File: config.mk
export PLATFORM = sky130hd
export DESIGN_NAME = rainbow_led_color_generator_top
export DESIGN_NICKNAME = d
export VERILOG_FILES = /design/src/rlc_pkg.sv /design/src/rlc_div.sv /design/src/rlc_seq.sv /design/src/rainbow_led_color_generator_top.sv
export SDC_FILE = /design/constraint.sdc
export NUM_CORES = 1
export LEC_CHECK = 0
export ABC_AREA = 1
export BUFFER_PORTS_ARGS = -buffer_cell sky130_fd_sc_hd__buf_2
export CORE_MARGIN = 5
export CORE_UTILIZATION = 50
export DETAILED_ROUTE_END_ITERATION = 16
export PLACE_DENSITY_LB_ADDON = 0.3
export REMOVE_ABC_BUFFERS = 1
export SLEW_MARGIN = 20
export SYNTH_ARGS = -nofsm -noshare
export SYNTH_HDL_FRONTEND = slang
export SYNTH_SLANG_ARGS = --single-unit
File: constraint.sdc
create_clock -name clock -period 8.6 [get_ports clock]
set_clock_uncertainty 0.2 [all_clocks]
set_input_delay 0.43 -clock clock [delete_from_list [all_inputs] [get_ports clock]]
set_output_delay 0.43 -clock clock [all_outputs]
set_load 0.1 [all_outputs]
File: src/rlc_pkg.sv
// Shared types and constants for the rainbow LED color generator.
// Holds the request/response word types, CSR indexes and field widths.
// No dependencies.
package rlc_pkg;

   // Field widths
   localparam int STRIP_W    = 11;
   localparam int STEP_W     = 10;
   localparam int WAVE_W     = 16;
   localparam int INDEX_W    = 10;
   localparam int COLOR_W    = 8;
   localparam int CSR_IDX_W  = 2;
   localparam int CSR_DATA_W = 16;

   // wave_count is Q8.8
   localparam int WAVE_FRAC_W = 8;

   // Angles in whole degrees
   localparam int DEG_FULL   = 360;
   localparam int DEG_SECTOR = 60;
   localparam int PHASE_W    = 9;
   localparam int SECTOR_W   = 3;

   // led_index * 360 and that times wave_count
   localparam int SCALED_W = INDEX_W + PHASE_W;
   localparam int PROD_W   = SCALED_W + WAVE_W;

   // Parameter defaults
   localparam int MAX_LEDS_DEF      = 1024;
   localparam int HUE_FRAC_BITS_DEF = 8;

   // CSR register indexes
   localparam logic [CSR_IDX_W-1:0] CSR_STRIP_LENGTH = 2'd0;
   localparam logic [CSR_IDX_W-1:0] CSR_PHASE_STEP   = 2'd1;
   localparam logic [CSR_IDX_W-1:0] CSR_WAVE_COUNT   = 2'd2;

   typedef struct packed {
      logic               frame_start;
      logic [INDEX_W-1:0] led_index;
   } req_word_type;

   typedef struct packed {
      logic [COLOR_W-1:0] red;
      logic [COLOR_W-1:0] green;
      logic [COLOR_W-1:0] blue;
   } rsp_word_type;

   // Largest usable strip length: MAX_LEDS, capped by the CSR field range
   function automatic int len_cap(input int max_leds);
      int cap;
      cap = (1 << STRIP_W) - 1;
      if (max_leds < cap) begin
         cap = max_leds;
      end
      return cap;
   endfunction

endpackage

File: src/rlc_div.sv
// Shared bit-serial restoring divider, one quotient bit per cycle.
// Quotient is kept reduced modulo MODULUS as it is built.
// Depends on nothing.
module rlc_div #(
   parameter int DEN_W   = 25,
   parameter int SHIFT_W = 35,
   parameter int QUO_W   = 17,
   parameter int CNT_W   = 6,
   parameter int MODULUS = 92160
) (
   input  logic               clock,
   input  logic               reset,
   input  logic               start,
   input  logic [DEN_W-1:0]   rem_init,
   input  logic [SHIFT_W-1:0] num_init,
   input  logic [DEN_W-1:0]   den,
   input  logic [CNT_W-1:0]   steps,
   output logic               done,
   output logic [QUO_W-1:0]   quo,
   output logic [DEN_W-1:0]   rem
);

   logic               run_ff;
   logic               done_ff;
   logic [CNT_W-1:0]   cnt_ff;
   logic [DEN_W-1:0]   rem_ff;
   logic [DEN_W-1:0]   rem_in;
   logic [DEN_W-1:0]   den_ff;
   logic [SHIFT_W-1:0] num_ff;
   logic [QUO_W-1:0]   quo_ff;
   logic [QUO_W-1:0]   quo_in;
   logic [DEN_W:0]     trial;
   logic [DEN_W:0]     diff;
   logic               take;
   logic [QUO_W:0]     qtrial;
   logic               last_step;

   localparam logic [QUO_W:0] MOD_V = (QUO_W+1)'(MODULUS);

   always_comb begin
      trial     = {rem_ff, num_ff[SHIFT_W-1]};
      diff      = trial - {1'b0, den_ff};
      take      = trial >= {1'b0, den_ff};
      rem_in    = take ? diff[DEN_W-1:0] : trial[DEN_W-1:0];
      // quotient grows by one bit; one subtract keeps it below MODULUS
      qtrial    = {quo_ff, take};
      quo_in    = (qtrial >= MOD_V) ? QUO_W'(qtrial - MOD_V) : qtrial[QUO_W-1:0];
      last_step = cnt_ff == CNT_W'(1);
   end

   always_ff @(posedge clock) begin
      if (reset) begin
         run_ff  <= 1'b0;
         done_ff <= 1'b0;
      end else begin
         done_ff <= run_ff && last_step;
         if (start) begin
            run_ff <= 1'b1;
         end else if (run_ff && last_step) begin
            run_ff <= 1'b0;
         end
      end
   end

   always_ff @(posedge clock) begin
      if (start) begin
         rem_ff <= rem_init;
         num_ff <= num_init;
         den_ff <= den;
         cnt_ff <= steps;
         quo_ff <= '0;
      end else if (run_ff) begin
         rem_ff <= rem_in;
         num_ff <= num_ff << 1;
         cnt_ff <= cnt_ff - CNT_W'(1);
         quo_ff <= quo_in;
      end
   end

   assign done = done_ff;
   assign quo  = quo_ff;
   assign rem  = rem_ff;

endmodule

File: src/rlc_seq.sv
// Sequencer: frame phase, operand setup for the three divider passes,
// sector-to-RGB mapping and the response output register.
// Depends on rlc_pkg and rlc_div.
module rlc_seq import rlc_pkg::*; #(
   parameter int MAX_LEDS      = MAX_LEDS_DEF,
   parameter int HUE_FRAC_BITS = HUE_FRAC_BITS_DEF,
   parameter int LEN_W         = $clog2(len_cap(MAX_LEDS) + 1)
) (
   input  logic                     clock,
   input  logic                     reset,
   input  logic                     req_valid,
   output logic                     req_stall,
   input  req_word_type             req_word,
   output logic                     rsp_valid,
   input  logic                     rsp_stall,
   output rsp_word_type             rsp_word,
   input  logic [LEN_W-1:0]         strip_len,
   input  logic signed [STEP_W-1:0] phase_step,
   input  logic [WAVE_W-1:0]        wave_count
);

   localparam int FULL    = DEG_FULL << HUE_FRAC_BITS;
   localparam int SPAN    = DEG_SECTOR << HUE_FRAC_BITS;
   localparam int HUE_W   = $clog2(FULL);
   localparam int SPAN_W  = $clog2(SPAN);
   localparam int RAMP_W  = SPAN_W + COLOR_W;
   localparam int NUM_W   = PROD_W + HUE_FRAC_BITS;
   localparam int SHIFT_W = NUM_W - WAVE_FRAC_W;
   localparam int DEN_A   = LEN_W + WAVE_FRAC_W;
   localparam int DEN_B   = $clog2(SPAN + 1);
   localparam int DEN_W   = (DEN_A > DEN_B) ? DEN_A : DEN_B;
   localparam int CNT_W   = $clog2(SHIFT_W + 1);
   localparam int PSUM_W  = PHASE_W + 3;

   localparam logic [HUE_W:0]  FULL_V = (HUE_W+1)'(FULL);
   localparam logic signed [PSUM_W-1:0] DEG_FULL_S = PSUM_W'(DEG_FULL);

   // Hue sectors of 60 degrees
   localparam logic [SECTOR_W-1:0] SEC_RED_YELLOW    = 3'd0;
   localparam logic [SECTOR_W-1:0] SEC_YELLOW_GREEN  = 3'd1;
   localparam logic [SECTOR_W-1:0] SEC_GREEN_CYAN    = 3'd2;
   localparam logic [SECTOR_W-1:0] SEC_CYAN_BLUE     = 3'd3;
   localparam logic [SECTOR_W-1:0] SEC_BLUE_MAGENTA  = 3'd4;
   localparam logic [COLOR_W-1:0]  COLOR_FULL        = '1;

   typedef enum logic [3:0] {
      S_IDLE, S_MUL, S_D1, S_W1, S_D2, S_W2, S_D3, S_W3, S_OUT
   } state_type;

   function automatic logic signed [PSUM_W-1:0] wrap_once(
      input logic signed [PSUM_W-1:0] p
   );
      logic signed [PSUM_W-1:0] r;
      r = p;
      if (p < 0) begin
         r = p + DEG_FULL_S;
      end else if (p >= DEG_FULL_S) begin
         r = p - DEG_FULL_S;
      end
      return r;
   endfunction

   function automatic rsp_word_type sector_color(
      input logic [SECTOR_W-1:0] sector,
      input logic [COLOR_W-1:0]  up,
      input logic [COLOR_W-1:0]  down
   );
      rsp_word_type c;
      unique case (sector)
         SEC_RED_YELLOW:   c = '{red: COLOR_FULL, green: up,         blue: '0};
         SEC_YELLOW_GREEN: c = '{red: down,       green: COLOR_FULL, blue: '0};
         SEC_GREEN_CYAN:   c = '{red: '0,         green: COLOR_FULL, blue: up};
         SEC_CYAN_BLUE:    c = '{red: '0,         green: down,       blue: COLOR_FULL};
         SEC_BLUE_MAGENTA: c = '{red: up,         green: '0,         blue: COLOR_FULL};
         default:          c = '{red: COLOR_FULL, green: '0,         blue: down};
      endcase
      return c;
   endfunction

   state_type             state_ff;
   logic [PHASE_W-1:0]    phase_ff;
   logic [PHASE_W-1:0]    phase_in;
   logic [SCALED_W-1:0]   scaled_ff;
   logic [PROD_W-1:0]     prod_ff;
   logic [HUE_W-1:0]      hue_ff;
   logic [HUE_W-1:0]      hue_in;
   logic [SECTOR_W-1:0]   sector_ff;
   logic [SPAN_W-1:0]     off_ff;
   rsp_word_type          color_ff;
   rsp_word_type          color_in;
   logic                  rsp_valid_ff;
   rsp_word_type          rsp_word_ff;

   logic [HUE_W:0]        hue_sum;
   logic signed [PSUM_W-1:0] psum;
   logic [NUM_W-1:0]      num1;
   logic [RAMP_W-1:0]     ramp;
   logic [COLOR_W-1:0]    up;
   logic [COLOR_W-1:0]    down;
   logic                  accept;
   logic                  out_free;

   logic                  div_start;
   logic [DEN_W-1:0]      div_rem_init;
   logic [SHIFT_W-1:0]    div_num_init;
   logic [DEN_W-1:0]      div_den;
   logic [CNT_W-1:0]      div_steps;
   logic                  div_done;
   logic [HUE_W-1:0]      div_quo;
   logic [DEN_W-1:0]      div_rem;

   assign accept   = req_valid && (state_ff == S_IDLE);
   assign out_free = !rsp_valid_ff || !rsp_stall;

   always_comb begin
      // phase + step spans -512..870; two wrap steps land in 0..359
      psum     = $signed({3'b000, phase_ff}) + PSUM_W'(phase_step);
      phase_in = PHASE_W'(wrap_once(wrap_once(psum)));

      hue_sum  = (HUE_W+1)'(div_quo) + ((HUE_W+1)'(phase_ff) << HUE_FRAC_BITS);
      hue_in   = (hue_sum >= FULL_V) ? HUE_W'(hue_sum - FULL_V) : hue_sum[HUE_W-1:0];

      num1     = NUM_W'(prod_ff) << HUE_FRAC_BITS;
      ramp     = {off_ff, {COLOR_W{1'b0}}} - RAMP_W'(off_ff);

      // down = 255 - ceil(255*off/span)
      up       = div_quo[COLOR_W-1:0];
      down     = ~up - COLOR_W'(|div_rem);
      color_in = sector_color(sector_ff, up, down);
   end

   // Divider operands per pass; the preload holds the bits known to give
   // a zero quotient, so each pass only runs the bits that matter.
   always_comb begin
      div_start    = 1'b0;
      div_rem_init = DEN_W'(num1[NUM_W-1 -: WAVE_FRAC_W]);
      div_num_init = num1[SHIFT_W-1:0];
      div_den      = DEN_W'(strip_len) << WAVE_FRAC_W;
      div_steps    = CNT_W'(SHIFT_W);
      unique case (state_ff)
         S_D1: begin
            div_start = 1'b1;
         end
         S_D2: begin
            div_start    = 1'b1;
            div_rem_init = DEN_W'(hue_ff[HUE_W-1:SECTOR_W]);
            div_num_init = {hue_ff[SECTOR_W-1:0], {(SHIFT_W-SECTOR_W){1'b0}}};
            div_den      = DEN_W'(SPAN);
            div_steps    = CNT_W'(SECTOR_W);
         end
         S_D3: begin
            div_start    = 1'b1;
            div_rem_init = DEN_W'(ramp[RAMP_W-1:COLOR_W]);
            div_num_init = {ramp[COLOR_W-1:0], {(SHIFT_W-COLOR_W){1'b0}}};
            div_den      = DEN_W'(SPAN);
            div_steps    = CNT_W'(COLOR_W);
         end
         default: begin
         end
      endcase
   end

   rlc_div #(
      .DEN_W   (DEN_W),
      .SHIFT_W (SHIFT_W),
      .QUO_W   (HUE_W),
      .CNT_W   (CNT_W),
      .MODULUS (FULL)
   ) u_div (
      .clock    (clock),
      .reset    (reset),
      .start    (div_start),
      .rem_init (div_rem_init),
      .num_init (div_num_init),
      .den      (div_den),
      .steps    (div_steps),
      .done     (div_done),
      .quo      (div_quo),
      .rem      (div_rem)
   );

   always_ff @(posedge clock) begin
      if (reset) begin
         state_ff     <= S_IDLE;
         phase_ff     <= '0;
         rsp_valid_ff <= 1'b0;
      end else begin
         // a new color loads as the old one leaves
         if (state_ff == S_OUT && out_free) begin
            rsp_valid_ff <= 1'b1;
         end else if (rsp_valid_ff && !rsp_stall) begin
            rsp_valid_ff <= 1'b0;
         end
         unique case (state_ff)
            S_IDLE: begin
               if (accept) begin
                  scaled_ff <= SCALED_W'(req_word.led_index) * SCALED_W'(DEG_FULL);
                  if (req_word.frame_start) begin
                     phase_ff <= phase_in;
                  end
                  state_ff <= S_MUL;
               end
            end
            S_MUL: begin
               prod_ff  <= PROD_W'(scaled_ff) * PROD_W'(wave_count);
               state_ff <= S_D1;
            end
            S_D1: state_ff <= S_W1;
            S_W1: begin
               if (div_done) begin
                  hue_ff   <= hue_in;
                  state_ff <= S_D2;
               end
            end
            S_D2: state_ff <= S_W2;
            S_W2: begin
               if (div_done) begin
                  sector_ff <= div_quo[SECTOR_W-1:0];
                  off_ff    <= div_rem[SPAN_W-1:0];
                  state_ff  <= S_D3;
               end
            end
            S_D3: state_ff <= S_W3;
            S_W3: begin
               if (div_done) begin
                  color_ff <= color_in;
                  state_ff <= S_OUT;
               end
            end
            S_OUT: begin
               if (out_free) begin
                  rsp_word_ff  <= color_ff;
                  state_ff     <= S_IDLE;
               end
            end
            default: state_ff <= S_IDLE;
         endcase
      end
   end

   assign req_stall = state_ff != S_IDLE;
   assign rsp_valid = rsp_valid_ff;
   assign rsp_word  = rsp_word_ff;

endmodule

File: src/rainbow_led_color_generator_top.sv
// Rainbow LED color generator, top level. Depends on rlc_pkg and rlc_seq.
// Each word takes three passes through the shared bit-serial divider:
// 27 + HUE_FRAC_BITS steps for the hue quotient, 3 for the sector and
// 8 for the ramp, between the sequencer's setup and output states.
// One word in flight; the next request waits until the sequencer is idle.
// Reset (sync, active high): strip_length 1, phase_step 0, wave_count 0, phase 0.
module rainbow_led_color_generator_top import rlc_pkg::*; #(
   parameter int MAX_LEDS      = MAX_LEDS_DEF,
   parameter int HUE_FRAC_BITS = HUE_FRAC_BITS_DEF
) (
   input  logic                  clock,
   input  logic                  reset,
   // request channel
   input  logic                  req_valid,
   output logic                  req_stall,
   input  req_word_type          req_word,
   // response channel
   output logic                  rsp_valid,
   input  logic                  rsp_stall,
   output rsp_word_type          rsp_word,
   // CSR write channel
   input  logic                  csr_valid,
   output logic                  csr_ready,
   input  logic [CSR_IDX_W-1:0]  csr_index,
   input  logic [CSR_DATA_W-1:0] csr_wdata
);

   // Strip length after clamping to 1..cap
   localparam int LEN_CAP = len_cap(MAX_LEDS);
   localparam int LEN_W   = $clog2(LEN_CAP + 1);
   localparam logic [STRIP_W-1:0] LEN_CAP_V = STRIP_W'(LEN_CAP);

   logic [STRIP_W-1:0]        strip_length_ff;
   logic signed [STEP_W-1:0]  phase_step_ff;
   logic [WAVE_W-1:0]         wave_count_ff;
   logic [LEN_W-1:0]          strip_len;

   // CSR writes always land. The user must issue them only while the block is idle,
   // unchecked by the block, so the sequencer sees stable settings for a whole word.
   assign csr_ready = 1'b1;

   always_ff @(posedge clock) begin
      if (reset) begin
         strip_length_ff <= STRIP_W'(1);
         phase_step_ff   <= '0;
         wave_count_ff   <= '0;
      end else if (csr_valid) begin
         unique case (csr_index)
            CSR_STRIP_LENGTH: strip_length_ff <= csr_wdata[STRIP_W-1:0];
            CSR_PHASE_STEP:   phase_step_ff   <= $signed(csr_wdata[STEP_W-1:0]);
            CSR_WAVE_COUNT:   wave_count_ff   <= csr_wdata[WAVE_W-1:0];
            default: begin
               // unmapped index: write dropped
            end
         endcase
      end
   end

   // Zero length acts as one LED; anything past the cap saturates.
   always_comb begin
      priority if (strip_length_ff == '0) begin
         strip_len = LEN_W'(1);
      end else if (strip_length_ff > LEN_CAP_V) begin
         strip_len = LEN_W'(LEN_CAP);
      end else begin
         strip_len = LEN_W'(strip_length_ff);
      end
   end

   // Sequencer owns the frame phase, the divider and the output register.
   // req_stall drops only in its idle state; the finished color sits in the
   // output register, so a new word is taken while rsp is still stalled.
   rlc_seq #(
      .MAX_LEDS      (MAX_LEDS),
      .HUE_FRAC_BITS (HUE_FRAC_BITS),
      .LEN_W         (LEN_W)
   ) u_seq (
      .clock      (clock),
      .reset      (reset),
      .req_valid  (req_valid),
      .req_stall  (req_stall),
      .req_word   (req_word),
      .rsp_valid  (rsp_valid),
      .rsp_stall  (rsp_stall),
      .rsp_word   (rsp_word),
      .strip_len  (strip_len),
      .phase_step (phase_step_ff),
      .wave_count (wave_count_ff)
   );

endmodule

==> results_dict.tcl <==
set metrics [dict create \
    endpoint_kind "register" \
    grt_pass1_vias 17000 \
    status "completed" \
    clkLatencyLatePin_ps 580 \
    fin_util 0.548 \
    io_buffers 59 \
    clk_pin_slew_ps 60 \
    synth-async-reset-ratio 0 \
    synth_ff_type "edfxtp_1" \
    synth-compound-area-share 0.0925 \
    grt-ovfl-total 0 \
    gp_congestion 0.917 \
    drtAntennaViolNets 0 \
    crit_required_ps 8710 \
    cap_violations 0 \
    ys_ff_latch 260 \
    wl_per_cell_um 15.9 \
    critPathLaunchType "register" \
    core_um2 44100 \
    clock_path_buffers 3 \
    placed_area_um2 23100 \
    post-cts-setup-buffers 0 \
    drt_iter0_drc 1131 \
    htreeDepth 1 \
    fillCellCount 4003 \
    power.total_mw 5.95 \
    synth_edf_count 190 \
    dp_worst_setup_slack_ps 1810 \
    final_common_cell "inv_1" \
    ios 61 \
    die_w_um 221 \
    hold_path_depth 2 \
    dp_hpwl_um 39700 \
    synth_warnings 0 \
    synth_xor_area_frac 0.0291 \
    final_area_um2 24200 \
    synthSimpleGateAreaFrac 0.149 \
    yosys.cell_types.count 60 \
    power.density_nw_per_um2 246 \
    drt_drc_violations_left 0 \
    path_class "register to register" \
    ff2ff_path_depth 19 \
    cts_made_buffers 29 \
    vias_per_cell 5.18 \
    start_util 0.505 \
    hold_viol_final 0 \
    cts.sinks 260 \
    yosysSeqAreaShare 0.319 \
    worst_ep_arrival_time_ps 6850 \
    setup-tns-final_ps 0 \
    muxShareOfSynthArea 0.000450 \
    grt_usage 0.208 \
    netlist_area_um2 22300 \
    cp_max_fo 16 \
    synth_fa_ha_area_frac 0.291 \
    dieArea_um2 48800 \
    drive_gt1_frac 0.0671 \
    leakagePower_nw 12.2 \
    firstDrtPassIters 5 \
    avgSynthCellArea_um2 8.67 \
    area_growth_pct 8.68 \
    rows 77 \
    hold_class "input port to register" \
    fmaxAchievable_ghz 0.148 \
    report.final.slew_viol_count 0 \
    grt_first_pass_wirelength_um 84900 \
    finalWirelength_um 51100 \
    layout.nets 3024 \
    regArea_um2 7110 \
    rsz0062_at_grt "false" \
    cts-root-buf "clkbuf_16" \
    layout_worst_path_cycle_share 0.784 \
    fp.dieH_um 221 \
    dr_total_vias 16700 \
    worst_slack_ps 1860 \
    setup_violations 0 \
    worstMarginPinSlew_ps 997 \
    relSlewSlack 0.333 \
    irDropWorstVdd_mv 0.195 \
    fin_crit_ps 6740 \
    antenna_found_initial 2 \
    final_cell_mix "598 x inv_1, 473 x nand2_1, 211 x fa_1" \
    multi_input_area_um2 12500 \
    cts_resized 0 \
    grt_max_degree 58 \
    cts_tree "yes" \
    synthCells 2567 \
    synth_top_family_by_area "adder cells" \
]
==> cells in the mapped netlist, types with 2 or more instances <==
library cell,n,area share
o31ai_1,3,0.0010
a21boi_1,6,0.0020
o221ai_1,17,0.0067
ha_1,180,0.10
nor2_1,165,0.028
nand2_2,16,0.0045
fa_1,211,0.19
o21ai_0,109,0.025
xor2_1,49,0.019
nor4_1,7,0.0020
xnor2_1,23,0.0090
o21bai_1,5,0.0017
nand2_1,473,0.080
a211oi_1,2,0.00067
nand3_1,65,0.015
dfxtp_1,70,0.063
clkinv_1,4,0.00067
a21oi_1,114,0.026
o211ai_1,23,0.0078
nor3_1,22,0.0049
o22ai_1,14,0.0039
inv_1,599,0.10
a22o_1,15,0.0059
a31oi_1,4,0.0011
a32oi_1,2,0.00079
or2_1,2,0.00056
nand3_4,2,0.0016
nor2_2,2,0.00056
o21a_1,4,0.0013
inv_2,9,0.0015
nand2_4,4,0.0020
a21o_1,4,0.0013
or2_2,6,0.0017
clkbuf_1,87,0.015
nand4_1,14,0.0039
buf_1,2,0.00034
nand3b_1,3,0.0010
a221oi_1,2,0.00079
o21ai_1,15,0.0034
nand3_2,4,0.0018
edfxtp_1,190,0.26
==> area by class of cell <==
class                      count  share of cell area
inverter                     612              0.0949
clock buffer                  32              0.0309
sequential                   260               0.294
clock inverter                22             0.00750
multi-input combinational   1604               0.518
timing repair buffer          92              0.0244
antenna                        2            0.000207
tap                          592              0.0306
==> power by group <==
group	total (mW)	switching, mW	internal [mW]	leakage [nW]
logic	2.63	1.68	0.949	9.48
registers	2.11	0.283	1.83	2.32
clock network	1.20	0.537	0.667	0.454
total	5.95	2.51	3.45	12.2
==> path summary, 6_finish.rpt <==
path | startpoint | endpoint | slack (ps)
setup / recovery | u_seq.scaled_ff[13] | u_seq.prod_ff[27] | 1860
hold / removal | reset | u_seq.u_div.run_ff | 40
setup reg to reg | u_seq.scaled_ff[13] | u_seq.prod_ff[27] | 1860
hold reg to reg | u_seq.color_ff[16] | u_seq.rsp_word[16] | 210
==> cell families after synthesis <==
logic type      Yosys count
compound gates          348
xor+xnor                 73
simple gates            790
buf+inv                 703
mux                       1
other cells               1
flops                   260
fa+ha+maj               391
==> worst max-delay path, stage by stage (launching register included) <==
cell,delay (ps)
edfxtp_1,870
nand2_1,180
fa_1,590
fa_1,450
fa_1,520
inv_1,50
fa_1,460
fa_1,540
inv_1,50
fa_1,520
inv_1,40
ha_1,330
a21oi_1,220
a21boi_1,340
o21ai_1,150
a21oi_1,230
o21ai_1,120
a21boi_1,310
o21ai_1,130
xor2_1,150
==> timing repair <==
item | in CTS | in global routing
hold endpoints to repair | 37 | 0
hold buffers | 19 | 0
setup endpoints to repair | 0 | 0
==> through the flow <==
stage	cells	hold WS (ps)
5_1_grt	3216	35.6
6_report	3216	43.9
2_1_floorplan	2476	200
4_1_cts	3214	7.33
3_3_place_gp	3141	202
3_5_place_dp	3141	205
==> metal layers <==
metal	wire length (µm)	global-route usage
met2	24100	0.349
met1	22000	0.283
met5	0	0
met4	1420	0.0570
met3	3480	0.0318
==> flip-flops by register name, summed over array words and instances, names as in the netlist, 4 cells and up <==
| register | count |
|---|---|
| u_seq.color_ff | 24 |
| u_seq.u_div.den_ff | 11 |
| phase_step_ff | 10 |
| u_seq.u_div.num_ff | 24 |
| strip_length_ff | 11 |
| u_seq.u_div.rem | 19 |
| u_seq.off_ff | 14 |
| u_seq.u_div.cnt_ff | 6 |
| u_seq.rsp_word | 24 |
| wave_count_ff | 16 |
| u_seq.phase_ff | 9 |
| u_seq.u_div.quo | 17 |
| u_seq.scaled_ff | 16 |
| u_seq.prod_ff | 32 |
| u_seq.hue_ff | 17 |
| u_seq.state_ff | 4 |
Note: power is estimated with default switching activity, not from simulation.
